**src/rtl/core/assert_macros.svh**
```systemverilog
// Assertion macros shared by the RTL files.
`ifndef ASSERT_MACROS_SVH
`define ASSERT_MACROS_SVH

// Implication checked at every clock edge, masked while reset is high.
`define TPWE_ASSERT(lbl, clk, rst, prop) \
   lbl: assert property (@(posedge clk) disable iff (rst) prop) \
      else $error("tpwe assertion failed");

// Implication checked at every clock edge, including during reset.
`define TPWE_ASSERT_ALWAYS(lbl, clk, prop) \
   lbl: assert property (@(posedge clk) prop) \
      else $error("tpwe assertion failed");

`endif

```
**src/rtl/core/tpwe_pkg.sv**
```systemverilog
// Package: types, codes and helpers of the pulse width tape encoder.
package tpwe_pkg;

   localparam int unsigned PeriodWidth   = 12;
   localparam int unsigned DurationWidth = 15;
   localparam int unsigned SumWidth      = 16;
   localparam int unsigned RunIdxWidth   = 6;

   localparam logic [PeriodWidth-1:0] PeriodReset = 12'd25;

   typedef enum logic [2:0] {
      CMD_HEADER   = 3'd0,
      CMD_PAYLOAD  = 3'd1,
      CMD_CHECKSUM = 3'd2,
      CMD_SYNC     = 3'd3,
      CMD_START    = 3'd4,
      CMD_END      = 3'd5,
      CMD_ONE_BIT  = 3'd6,
      CMD_UNUSED   = 3'd7
   } cmd_type;

   typedef struct packed {
      logic                     level;
      logic [DurationWidth-1:0] duration;
      logic                     last;
   } run_type;

   // Index of the final run of a command; unused codes report zero.
   function automatic logic [RunIdxWidth-1:0] last_index(input logic [2:0] cmd);
      logic [RunIdxWidth-1:0] idx;
      idx = '0;
      case (cmd) inside
         CMD_HEADER, CMD_PAYLOAD: idx = 6'd31;
         CMD_CHECKSUM:            idx = 6'd63;
         CMD_SYNC, CMD_END:       idx = 6'd1;
         CMD_START:               idx = 6'd0;
         CMD_ONE_BIT:             idx = 6'd3;
         default:                 idx = '0;
      endcase
      return idx;
   endfunction

   function automatic logic cmd_known(input logic [2:0] cmd);
      return cmd != CMD_UNUSED;
   endfunction

endpackage

```
**src/rtl/core/tpwe_req_if.sv**
```systemverilog
// Request channel interface: command and data byte with valid/ready.
interface tpwe_req_if;
   logic       valid;
   logic       ready;
   logic [2:0] cmd;
   logic [7:0] data_byte;

   modport source (output valid, output cmd, output data_byte, input ready);
   modport sink   (input valid, input cmd, input data_byte, output ready);
endinterface

```
**src/rtl/core/tpwe_rsp_if.sv**
```systemverilog
// Response channel interface: one tape run per transfer with valid/ready.
interface tpwe_rsp_if;
   logic                                 valid;
   logic                                 ready;
   logic                                 level;
   logic [tpwe_pkg::DurationWidth-1:0]   duration;
   logic                                 last;

   modport source (output valid, output level, output duration, output last,
                   input ready);
   modport sink   (input valid, input level, input duration, input last,
                   output ready);
endinterface

```
**src/rtl/core/tpwe_checksum.sv**
```systemverilog
// End-around-carry checksum over payload bytes, cleared by the checksum request.
module tpwe_checksum (
   input  logic                            clock,
   input  logic                            reset,
   input  logic                            accept,
   input  logic [2:0]                      cmd,
   input  logic [7:0]                      data_byte,
   output logic [tpwe_pkg::SumWidth-1:0]   sum
);

   logic [tpwe_pkg::SumWidth-1:0] sum_ff;
   logic [tpwe_pkg::SumWidth-1:0] sum_in;
   logic [tpwe_pkg::SumWidth:0]   raw_sum;

   assign raw_sum = {1'b0, sum_ff} + {9'd0, data_byte};

   always_comb begin
      sum_in = sum_ff;
      if (accept) begin
         case (cmd)
            tpwe_pkg::CMD_PAYLOAD: begin
               // carry out wraps back into bit 0
               sum_in = raw_sum[16] ? raw_sum[15:0] + 16'd1 : raw_sum[15:0];
            end
            tpwe_pkg::CMD_CHECKSUM: sum_in = '0;
            default:                sum_in = sum_ff;
         endcase
      end
   end

   always_ff @(posedge clock) begin
      if (reset) begin
         sum_ff <= '0;
      end else begin
         sum_ff <= sum_in;
      end
   end

   assign sum = sum_ff;

endmodule

```
**src/rtl/core/tpwe_sequencer.sv**
```systemverilog
// Run sequencer: holds one request and steps through its tape runs.
`include "assert_macros.svh"

module tpwe_sequencer (
   input  logic                              clock,
   input  logic                              reset,
   input  logic                              load,
   input  logic [2:0]                        load_cmd,
   input  logic [tpwe_pkg::SumWidth-1:0]     load_word,
   input  logic [tpwe_pkg::PeriodWidth-1:0]  period,
   input  logic                              out_free,
   output logic                              free,
   output logic                              advance,
   output tpwe_pkg::run_type                 run
);

   logic                                busy_ff,  busy_in;
   logic [2:0]                          cmd_ff,   cmd_in;
   logic [tpwe_pkg::SumWidth-1:0]       word_ff,  word_in;
   logic [tpwe_pkg::RunIdxWidth-1:0]    idx_ff,   idx_in;

   logic [tpwe_pkg::DurationWidth-1:0]  dur_1s;
   logic [tpwe_pkg::DurationWidth-1:0]  dur_2s;
   logic [tpwe_pkg::DurationWidth-1:0]  dur_4s;
   logic [tpwe_pkg::DurationWidth-1:0]  dur_8s;
   logic                                bit_val;
   logic                                is_last;

   assign dur_1s = {3'd0, period};
   assign dur_2s = {2'd0, period, 1'b0};
   assign dur_4s = {1'b0, period, 2'd0};
   assign dur_8s = {period, 3'd0};

   assign is_last = (idx_ff == tpwe_pkg::last_index(cmd_ff));
   assign advance = busy_ff & out_free;
   assign free    = ~busy_ff | (advance & is_last);

   // Bit being sent: four runs per bit, LSB first.
   assign bit_val = (cmd_ff == tpwe_pkg::CMD_ONE_BIT) ? 1'b1 : word_ff[idx_ff[5:2]];

   always_comb begin
      run.level    = ~idx_ff[0];
      run.duration = dur_1s;
      run.last     = is_last;
      case (cmd_ff) inside
         tpwe_pkg::CMD_HEADER, tpwe_pkg::CMD_PAYLOAD, tpwe_pkg::CMD_CHECKSUM,
         tpwe_pkg::CMD_ONE_BIT: begin
            run.duration = (bit_val & ~idx_ff[1]) ? dur_2s : dur_1s;
         end
         tpwe_pkg::CMD_SYNC:  run.duration = dur_1s;
         tpwe_pkg::CMD_START: run.duration = dur_8s;
         tpwe_pkg::CMD_END:   run.duration = dur_4s;
         default:             run.duration = dur_1s;
      endcase
   end

   always_comb begin
      busy_in = busy_ff;
      cmd_in  = cmd_ff;
      word_in = word_ff;
      idx_in  = idx_ff;
      if (advance) begin
         idx_in = idx_ff + 6'd1;
         if (is_last) begin
            busy_in = 1'b0;
         end
      end
      if (load) begin
         busy_in = 1'b1;
         cmd_in  = load_cmd;
         word_in = load_word;
         idx_in  = '0;
      end
   end

   always_ff @(posedge clock) begin
      if (reset) begin
         busy_ff <= 1'b0;
         idx_ff  <= '0;
      end else begin
         busy_ff <= busy_in;
         idx_ff  <= idx_in;
      end
   end

   always_ff @(posedge clock) begin
      cmd_ff  <= cmd_in;
      word_ff <= word_in;
   end

   `TPWE_ASSERT(a_load_only_when_free, clock, reset, load |-> free)
   `TPWE_ASSERT(a_idx_in_range, clock, reset,
      busy_ff |-> idx_ff <= tpwe_pkg::last_index(cmd_ff))
   `TPWE_ASSERT(a_stay_busy_mid_run, clock, reset,
      (busy_ff && !(advance && is_last)) |=> busy_ff)
   `TPWE_ASSERT(a_load_restarts, clock, reset, load |=> (busy_ff && idx_ff == '0))

endmodule

```
**src/rtl/core/tpwe_out_reg.sv**
```systemverilog
// Output register of the response channel.
`include "assert_macros.svh"

module tpwe_out_reg (
   input  logic               clock,
   input  logic               reset,
   input  logic               push,
   input  tpwe_pkg::run_type  run,
   output logic               free,
   tpwe_rsp_if.source         rsp_bus
);

   logic              valid_ff, valid_in;
   tpwe_pkg::run_type run_ff,   run_in;

   assign free = ~valid_ff | rsp_bus.ready;

   always_comb begin
      valid_in = valid_ff;
      run_in   = run_ff;
      if (push) begin
         valid_in = 1'b1;
         run_in   = run;
      end else if (rsp_bus.ready) begin
         valid_in = 1'b0;
      end
   end

   always_ff @(posedge clock) begin
      if (reset) begin
         valid_ff <= 1'b0;
      end else begin
         valid_ff <= valid_in;
      end
   end

   always_ff @(posedge clock) begin
      run_ff <= run_in;
   end

   assign rsp_bus.valid    = valid_ff;
   assign rsp_bus.level    = run_ff.level;
   assign rsp_bus.duration = run_ff.duration;
   assign rsp_bus.last     = run_ff.last;

   `TPWE_ASSERT(a_no_overwrite, clock, reset, push |-> free)
   `TPWE_ASSERT(a_push_shows, clock, reset, push |=> valid_ff)
   `TPWE_ASSERT_ALWAYS(a_reset_clears, clock, reset |=> !valid_ff)

endmodule

```
**src/rtl/core/tape_pulse_width_encoder.sv**
```systemverilog
// Top level of the pulse width tape encoder.
//
// req_bus takes one command per request (cmd, data_byte) with valid/ready.
// rsp_bus gives one tape run per transfer: level, duration in ticks and
// last, set on the final run of a request.
// csr_write_en/csr_write_data set the base period S (0 acts as 1); write it
// only while the block is idle.
// Runs per request: header or payload byte 32, checksum 64, sync pair 2,
// start marker 1, end marker 2, one bit 4; code 7 is taken and dropped.
// The first run of a request shows on rsp_bus after the request is loaded into the
// run sequencer and that run moves on to the output register. Throughput: one run
// per cycle while rsp_bus does not stall; the run sequencer holds one request and
// steps one run per cycle when the output register is free, and the next request
// is taken in the cycle its last run moves on, so runs of consecutive requests follow with no gap.
// When rsp_bus stalls, the output register holds its run, the sequencer
// waits and req_bus ready stays low until the held request's last run moves.
// Reset clears the checksum, the period back to 25 and all valid state.
module tape_pulse_width_encoder (
   input  logic                              clock,
   input  logic                              reset,
   input  logic                              csr_write_en,
   input  logic [tpwe_pkg::PeriodWidth-1:0]  csr_write_data,
   tpwe_req_if.sink                          req_bus,
   tpwe_rsp_if.source                        rsp_bus
);

   logic [tpwe_pkg::PeriodWidth-1:0] period_ff, period_in;
   logic [tpwe_pkg::PeriodWidth-1:0] period_eff;
   logic [tpwe_pkg::SumWidth-1:0]    sum;
   logic [tpwe_pkg::SumWidth-1:0]    load_word;
   logic                             accept;
   logic                             load;
   logic                             seq_free;
   logic                             out_free;
   logic                             advance;
   tpwe_pkg::run_type                run;

   assign period_in  = csr_write_en ? csr_write_data : period_ff;
   assign period_eff = (period_ff == '0) ? 12'd1 : period_ff;

   always_ff @(posedge clock) begin
      if (reset) begin
         period_ff <= tpwe_pkg::PeriodReset;
      end else begin
         period_ff <= period_in;
      end
   end

   assign req_bus.ready = seq_free;
   assign accept        = req_bus.valid & seq_free;
   assign load          = accept & tpwe_pkg::cmd_known(req_bus.cmd);
   assign load_word     = (req_bus.cmd == tpwe_pkg::CMD_CHECKSUM) ? sum
                                                                  : {8'd0, req_bus.data_byte};

   tpwe_checksum u_checksum (
      .clock     (clock),
      .reset     (reset),
      .accept    (accept),
      .cmd       (req_bus.cmd),
      .data_byte (req_bus.data_byte),
      .sum       (sum)
   );

   tpwe_sequencer u_sequencer (
      .clock     (clock),
      .reset     (reset),
      .load      (load),
      .load_cmd  (req_bus.cmd),
      .load_word (load_word),
      .period    (period_eff),
      .out_free  (out_free),
      .free      (seq_free),
      .advance   (advance),
      .run       (run)
   );

   tpwe_out_reg u_out_reg (
      .clock   (clock),
      .reset   (reset),
      .push    (advance),
      .run     (run),
      .free    (out_free),
      .rsp_bus (rsp_bus)
   );

endmodule
```
**src/flat_wrapper.sv**
```systemverilog
// flat-port wrapper written by rule: the top's interface ports become plain ports
module tape_pulse_width_encoder_flat 
  (clock, reset, csr_write_en, csr_write_data, req_bus_valid, req_bus_cmd, req_bus_data_byte, req_bus_ready, rsp_bus_valid, rsp_bus_level, rsp_bus_duration, rsp_bus_last, rsp_bus_ready);
  tpwe_req_if req_bus_i ();
  tpwe_rsp_if rsp_bus_i ();
  input  logic clock;
  input  logic reset;
  input  logic csr_write_en;
  input  logic [tpwe_pkg::PeriodWidth-1:0] csr_write_data;
  input wire logic [$bits(req_bus_i.valid)-1:0] req_bus_valid;
  input wire logic [$bits(req_bus_i.cmd)-1:0] req_bus_cmd;
  input wire logic [$bits(req_bus_i.data_byte)-1:0] req_bus_data_byte;
  output wire logic [$bits(req_bus_i.ready)-1:0] req_bus_ready;
  output wire logic [$bits(rsp_bus_i.valid)-1:0] rsp_bus_valid;
  output wire logic [$bits(rsp_bus_i.level)-1:0] rsp_bus_level;
  output wire logic [$bits(rsp_bus_i.duration)-1:0] rsp_bus_duration;
  output wire logic [$bits(rsp_bus_i.last)-1:0] rsp_bus_last;
  input wire logic [$bits(rsp_bus_i.ready)-1:0] rsp_bus_ready;
  assign req_bus_i.valid = req_bus_valid;
  assign req_bus_i.cmd = req_bus_cmd;
  assign req_bus_i.data_byte = req_bus_data_byte;
  assign req_bus_ready = req_bus_i.ready;
  assign rsp_bus_valid = rsp_bus_i.valid;
  assign rsp_bus_level = rsp_bus_i.level;
  assign rsp_bus_duration = rsp_bus_i.duration;
  assign rsp_bus_last = rsp_bus_i.last;
  assign rsp_bus_i.ready = rsp_bus_ready;
  tape_pulse_width_encoder u_core (.clock(clock), .reset(reset), .csr_write_en(csr_write_en), .csr_write_data(csr_write_data), .req_bus(req_bus_i), .rsp_bus(rsp_bus_i));
endmodule
```
**config.mk**
```make
export PLATFORM = sky130hd
export DESIGN_NAME = tape_pulse_width_encoder_flat
export DESIGN_NICKNAME = d
export VERILOG_FILES = /design/src/rtl/core/tpwe_pkg.sv /design/src/rtl/core/tpwe_req_if.sv /design/src/rtl/core/tpwe_rsp_if.sv /design/src/rtl/core/tpwe_checksum.sv /design/src/rtl/core/tpwe_sequencer.sv /design/src/rtl/core/tpwe_out_reg.sv /design/src/rtl/core/tape_pulse_width_encoder.sv /design/src/flat_wrapper.sv
export VERILOG_INCLUDE_DIRS = /design/src /design/src/rtl/core
export SDC_FILE = /design/constraint.sdc
export NUM_CORES = 1
export LEC_CHECK = 0
export BUFFER_PORTS_ARGS = -buffer_cell sky130_fd_sc_hd__clkbuf_2
export CAP_MARGIN = 20
export CORE_ASPECT_RATIO = 0.9
export CORE_MARGIN = 2
export CORE_UTILIZATION = 58
export CTS_CLUSTER_DIAMETER = 40
export DETAILED_ROUTE_END_ITERATION = 10
export PLACE_DENSITY = 0.82
export SLEW_MARGIN = 0
export SYNTH_ARGS = -nofsm -noshare
export SYNTH_HDL_FRONTEND = slang
export SYNTH_SLANG_ARGS = --single-unit
export TNS_END_PERCENT = 20
```
**constraint.sdc**
```tcl
create_clock -name clock -period 3.2 [get_ports clock]
set_input_delay 0.16 -clock clock [delete_from_list [all_inputs] [get_ports clock]]
set_output_delay 0.16 -clock clock [all_outputs]
set_load 0.005 [all_outputs]
```
Word-level counts from Yosys, hierarchy flattened --
Cells that the tools add are included. W data, S select, Z words.
Word-level totals: register bits 72, bits of input ports 28
Operators by class: add/sub/neg operators 3, magnitude comparators 1, equality and inequality tests 10, multiplexer cells 22, bitwise logic cells 11, reduce and logical (&&, ||, !) cells 12
Operator list (count):
- $mux W15 | 3
- $pmux W16 S2 | 1
- $mux W6 | 4
- $add A16 B8 Y17 | 1
- $add A16 B1 Y16 const B | 1
- $mux W16 | 1
- $mux W14 | 1
- $mux W13 | 1
- $logic_not A12 Y1 | 1
- $mux W12 | 1
- $eq A3 B2 Y1 const B | 3
- $eq A3 B3 Y1 const B | 3
- $mux W8 | 1
- $reduce_bool A2 Y1 | 4
- $mux W1 | 7
- $add A6 B1 Y6 const B | 1
- $eq A3 B1 Y1 const B | 2
- $eq A6 B6 Y1 | 1
- $reduce_or A2 Y1 | 3
- $and A1 B1 Y1 | 5
- $lt A4 B5 Y1 const B | 1
- $bmux W1 S4 | 1
- $not A1 Y1 | 4
- $reduce_and A2 Y1 | 2
- 5 further kinds | 6

Depth between registers and ports, before layout --
depth after elaboration 13, depth in mapped cells 10, depth with buffers taken out 10

Cells and area by module --
A second synthesis with hierarchy kept.
Second synthesis, totals: cells, all modules 403, area, all modules 4241.6 sq um
Modules (own cells, without submodules):
- tpwe_sequencer | instances 1, cells an instance 155, area each 1744.2 sq um
- tpwe_checksum | instances 1, cells an instance 152, area each 1246.2 sq um
- tape_pulse_width_encoder | instances 1, cells an instance 75, area each 694.4 sq um
- tpwe_out_reg | instances 1, cells an instance 21, area each 556.8 sq um

Worst setup path after synthesis --
OpenSTA, ideal clock, no wires.
path kind register to register, start point register u_core.u_sequencer.idx_ff[3] (netlist bit), end point register u_core.u_sequencer.idx_ff[0] (netlist bit), library setup time 117 ps, arrival 2853 ps, data required time 3083 ps, slack 230 ps, stages on the path, launching flop included 9, path through dfxtp_1 -> buf_6 -> or4_1 -> a211o_1 -> o31a_4 -> nor2_1 -> or2_2 -> buf_2 -> nor2_1
On the way: cells in the longest elaborated chain, start to end 6
Ends and longest elaborated chain:
- start, declared | line tpwe_sequencer.sv:20 | logic [tpwe_pkg::RunIdxWidth-1:0] idx_ff, idx_in;
- start signal, assigned | line tpwe_sequencer.sv:82 | idx_ff <= idx_in;
- $eq A6 B6 Y1 | line tpwe_sequencer.sv:34 | assign is_last = (idx_ff == tpwe_pkg::last_index(cmd_ff));
- $and A1 B1 Y1 | line tpwe_sequencer.sv:36 | assign free = ~busy_ff | (advance & is_last);
- $or A1 B1 Y1 | line tpwe_sequencer.sv:36
- $and A1 B1 Y1 | line tape_pulse_width_encoder.sv:50 | assign accept = req_bus.valid & seq_free;
- $and A1 B1 Y1 | line tape_pulse_width_encoder.sv:51 | assign load = accept & tpwe_pkg::cmd_known(req_bus.cmd);
- net u_core.load | line tape_pulse_width_encoder.sv:32 | logic load;
- $reduce_or A2 Y1 (no source line)
The timed path passes the listed nets, and every way through them passes these cells. A chain may end at the register's enable or synchronous reset.

Final worst setup path --
start point register u_core.u_checksum.sum_ff, in the netlist u_core.u_checksum.sum[0], end point register u_core.u_checksum.sum_ff, in the netlist u_core.u_checksum.sum[8]
On the way: cells in the longest elaborated chain, start to end 4
Ends and longest elaborated chain:
- start, declared | line tpwe_checksum.sv:11 | logic [tpwe_pkg::SumWidth-1:0] sum_ff;
- start signal, assigned | line tpwe_checksum.sv:35 | sum_ff <= sum_in;
- $add A16 B8 Y17 (*) | line tpwe_checksum.sv:15 | assign raw_sum = {1'b0, sum_ff} + {9'd0, data_byte};
- $add A16 B1 Y16 | line tpwe_checksum.sv:23 | sum_in = raw_sum[16] ? raw_sum[15:0] + 16'd1 : raw_sum[15:0];
- $mux W16 (*) | line tpwe_checksum.sv:23
- $pmux W16 S2 (*) | line tpwe_checksum.sv:20 | case (cmd)
Mark *: on every way between the ends. The rest lies on a longest branch, timed or not.

==> impl_metrics.yaml <==
worst_setup_path:
  crit_path_end_kind: "flop"
  cp-start-kind: "flop"
  crit_required_ns: 3.47
  critical_path_class: "reg2reg"
  worst_ep_arrival_time_ns: 3.14
  worstPathMaxFanout: 7
grt:
  antenna_found_initial: 0
  overflow: 0
  grt_util_all_layers_pct: 22.9
  grt_max_degree: 25
  grt_pass1_vias: 2741
  grt_pass1_wl_mm: 13.2
power_and_ir_drop:
  switching_power_mw: 0.533
  clockPowerShare_pct: 37.3
  vdd_ir_drop_max_v: 0.000354
  p_leak_nw: 1.74
  switching_share_pct: 25.1
  power_frac_comb_pct: 12.8
  pwr-share-seq_pct: 49.9
  powerDensity_mw_per_mm2: 475
  p_int_mw: 1.59
  total_power_mw: 2.12
placed_design:
  portBuffers: 46
  hpwlAfterDp_mm: 6.20
  dp_cells: 495
  dpl_worst_slack_ns: 0.403
  placed_area_mm2: 0.00425
  gp_congestion: 0.903
sta:
  slew_viol_final: 0
  max_slew_margin_pct: 59.0
  tns_ns: 0
  setup_viol: 0
  min_period_ns: 2.87
  fin_crit_sh_pct: 89.6
  finalClockSkew_ns: 0.00833
  fmax_mhz: 349
  fin_ws_ns: 0.333
  hold_violations: 0
  rsz0062_at_grt: "false"
  worst_slew_pin_slew_ns: 0.609
cells_and_area:
  drive_gt1_share_pct: 23.3
  final_area_mm2: 0.00447
  syn2layout_area_growth_pct: 12.4
  fin_cells: 511
  final_common_cell: "clkbuf_2"
  final_cell_mix: "46 x clkbuf_2, 40 x nor2_1, 36 x dfxtp_1, 36 x edfxtp_1, 26 x nand2_1"
  fin_nets: 455
  insertedDiodeCount: 0
detailed_routing:
  via_per_inst: 5.81
  drt_iter0_markers: 264
  routed-via-count: 2970
  drc: 0
  ant_nets: 0
  first_pass_iters: 5
  drt_wl_total_mm: 8.36
  avgRoutedWirePerCell_um: 16.4
floorplanning:
  io_pins: 47
  dieHeight_um: 82.5
  die_w_um: 91.3
  rows: 28
  core_area_mm2: 0.00662
  initial_core_util_pct: 60.0
  dieArea_mm2: 0.00753
clocking:
  cts_setup_buffers: 0
  clk_path_buf_depth: 2
  cts_buffers: 9
  cts_resized: 0
  clkLatencyLatePin_ns: 0.36
  cts_sinks: 72
  cts_hold_buffers: 0
  clkTransAtPathRegs_ns: 0.07
  h-tree-depth: 3
  root_buffer: "clkbuf_8"
  cts_tree: "yes"
synthesis:
  synth_mux_area_share_pct: 11.6
  syn_area_mm2: 0.00397
  ys_seq_area_share_pct: 45.3
  ys_ff_latch: 72
  synth-xor-area-share_pct: 4.85
  async_flop_share_pct: 0
  synth_top_family_by_area: "simple AND/OR/NAND/NOR gates"
  netlist_instances: 375
  synthFlopType: "edfxtp_1"
  yosys.cell_types.count: 56
  synth_edf_count: 36
  syn_avg_cell_area_um2: 10.6
  synth-simple-area-share_pct: 16.8
  synth_compound_gate_area_share_pct: 13.8
  syn_nets: 414
  synth_fa_ha_area_share_pct: 3.65
  ys_warn_count: 0
status:
  outcome: "finished, final reports clean"
min_path:
  hold_class: "in2reg"
job:
  drv_cap: 0
-- power by group through the flow --
| stage | sequential [mW] | clock, mW | combinational (mW) |
|---|---|---|---|
| final | 1.06 | 0.791 | 0.272 |
| after global routing | 1.06 | 0.838 | 0.296 |
| after CTS | 1.06 | 0.800 | 0.271 |
| after detailed placement | 1.08 | 0 | 0.269 |
| after global placement | 1.07 | 0 | 0.260 |
| after floorplan | 1.07 | 0 | 0.194 |
-- layout make-up --
class	instances	area (µm²)
Clock buffer	10	128
Tap cell	90	113
Fill cell	479	2160
Inverter	12	57.6
Multi-Input combinational cell	271	2010
Timing Repair Buffer	50	260
Clock inverter	6	91.3
Sequential cell	72	1800
-- cell families (layout without fill, tap and decap cells) --
logic type | after synthesis | in the layout
buffers and inverters | 32 | 78
AND/OR/NAND/NOR | 131 | 131
adder cells (fa/ha/maj) | 11 | 11
flip-flops | 72 | 72
XOR/XNOR | 22 | 22
multiplexers | 38 | 38
AO/OA/AOI/OAI | 69 | 69
-- metrics by stage --
stage          utilization [%]  hold WS (ns)
6_report                  67.4        0.0224
5_1_grt                   67.4        0.0167
4_1_cts                   67.4        0.0104
3_5_place_dp              64.1         0.385
3_3_place_gp              64.1         0.381
2_1_floorplan                -         0.259
-- final timing paths --
| check | startpoint | end | slack, ns | cells after the start |
|---|---|---|---|---|
| min reg2reg | u_core.u_checksum.sum[6] | u_core.u_checksum.sum[6] | 0.52 | 2 |
| min | csr_write_data[4] | u_core.period_ff[4] | 0.02 | 2 |
| max reg2reg | u_core.u_checksum.sum[0] | u_core.u_checksum.sum[8] | 0.33 | 10 |
| max | u_core.u_checksum.sum[0] | u_core.u_checksum.sum[8] | 0.33 | 10 |
-- cell usage after synthesis, types with 4 or more instances --
cell type / instances / area share [%]
nand3_1: 8 / 1.0
and2_1: 9 / 1.4
clkbuf_1: 10 / 0.94
xnor2_1: 12 / 2.6
dfxtp_1: 36 / 18
nand4_1: 6 / 0.94
mux4_1: 4 / 2.6
a21oi_1: 9 / 1.1
a211oi_1: 4 / 0.76
nor2_1: 40 / 3.8
nor3_1: 10 / 1.3
o221a_2: 6 / 1.7
a211o_1: 5 / 1.1
inv_1: 11 / 1.0
o21ai_0: 16 / 2.0
ha_1: 10 / 3.1
xor2_1: 10 / 2.2
mux2i_1: 24 / 6.0
nand2_1: 26 / 2.5
nor4_1: 4 / 0.63
mux2_2: 9 / 2.6
edfxtp_1: 36 / 27
a22oi_1: 6 / 1.1
nor2b_1: 11 / 1.7
-- metal layers --
layer | share of wire [%] | routed length (µm) | vias to the layer above | GRT usage, %
li1 | - | - | 1456 | -
met1 | 46 | 3800 | 1390 | 31.1
met2 | 46 | 3850 | 109 | 36.2
met3 | 6.3 | 529 | 15 | 5.17
met4 | 2.1 | 172 | 0 | 8.94
met5 | 0 | 0 | - | 0
-- state kept, by name (all words and copies together), names as in the netlist --
signal	flops
u_core.u_sequencer.idx_ff	6
u_core.u_out_reg.rsp_bus.duration	15
u_core.u_sequencer.word_ff	16
u_core.u_out_reg.rsp_bus.last	1
u_core.u_checksum.sum	16
u_core.u_out_reg.rsp_bus.valid	1
u_core.u_sequencer.busy_ff	1
u_core.u_sequencer.cmd_ff	3
u_core.period_ff	12
u_core.u_out_reg.rsp_bus.level	1
-- worst max-delay path: stages (launching register included) --
cell and delay [ns]:
dfxtp_1 0.36, ha_1 0.20, inv_1 0.06, fa_1 0.40, nor2b_1 0.17, o211ai_1 0.23
a2111oi_4 0.53, nand4_1 0.20, nor3_1 0.29, nand3_1 0.13, o211ai_1 0.20
No activity file was read; power rests on OpenSTA's default activity.
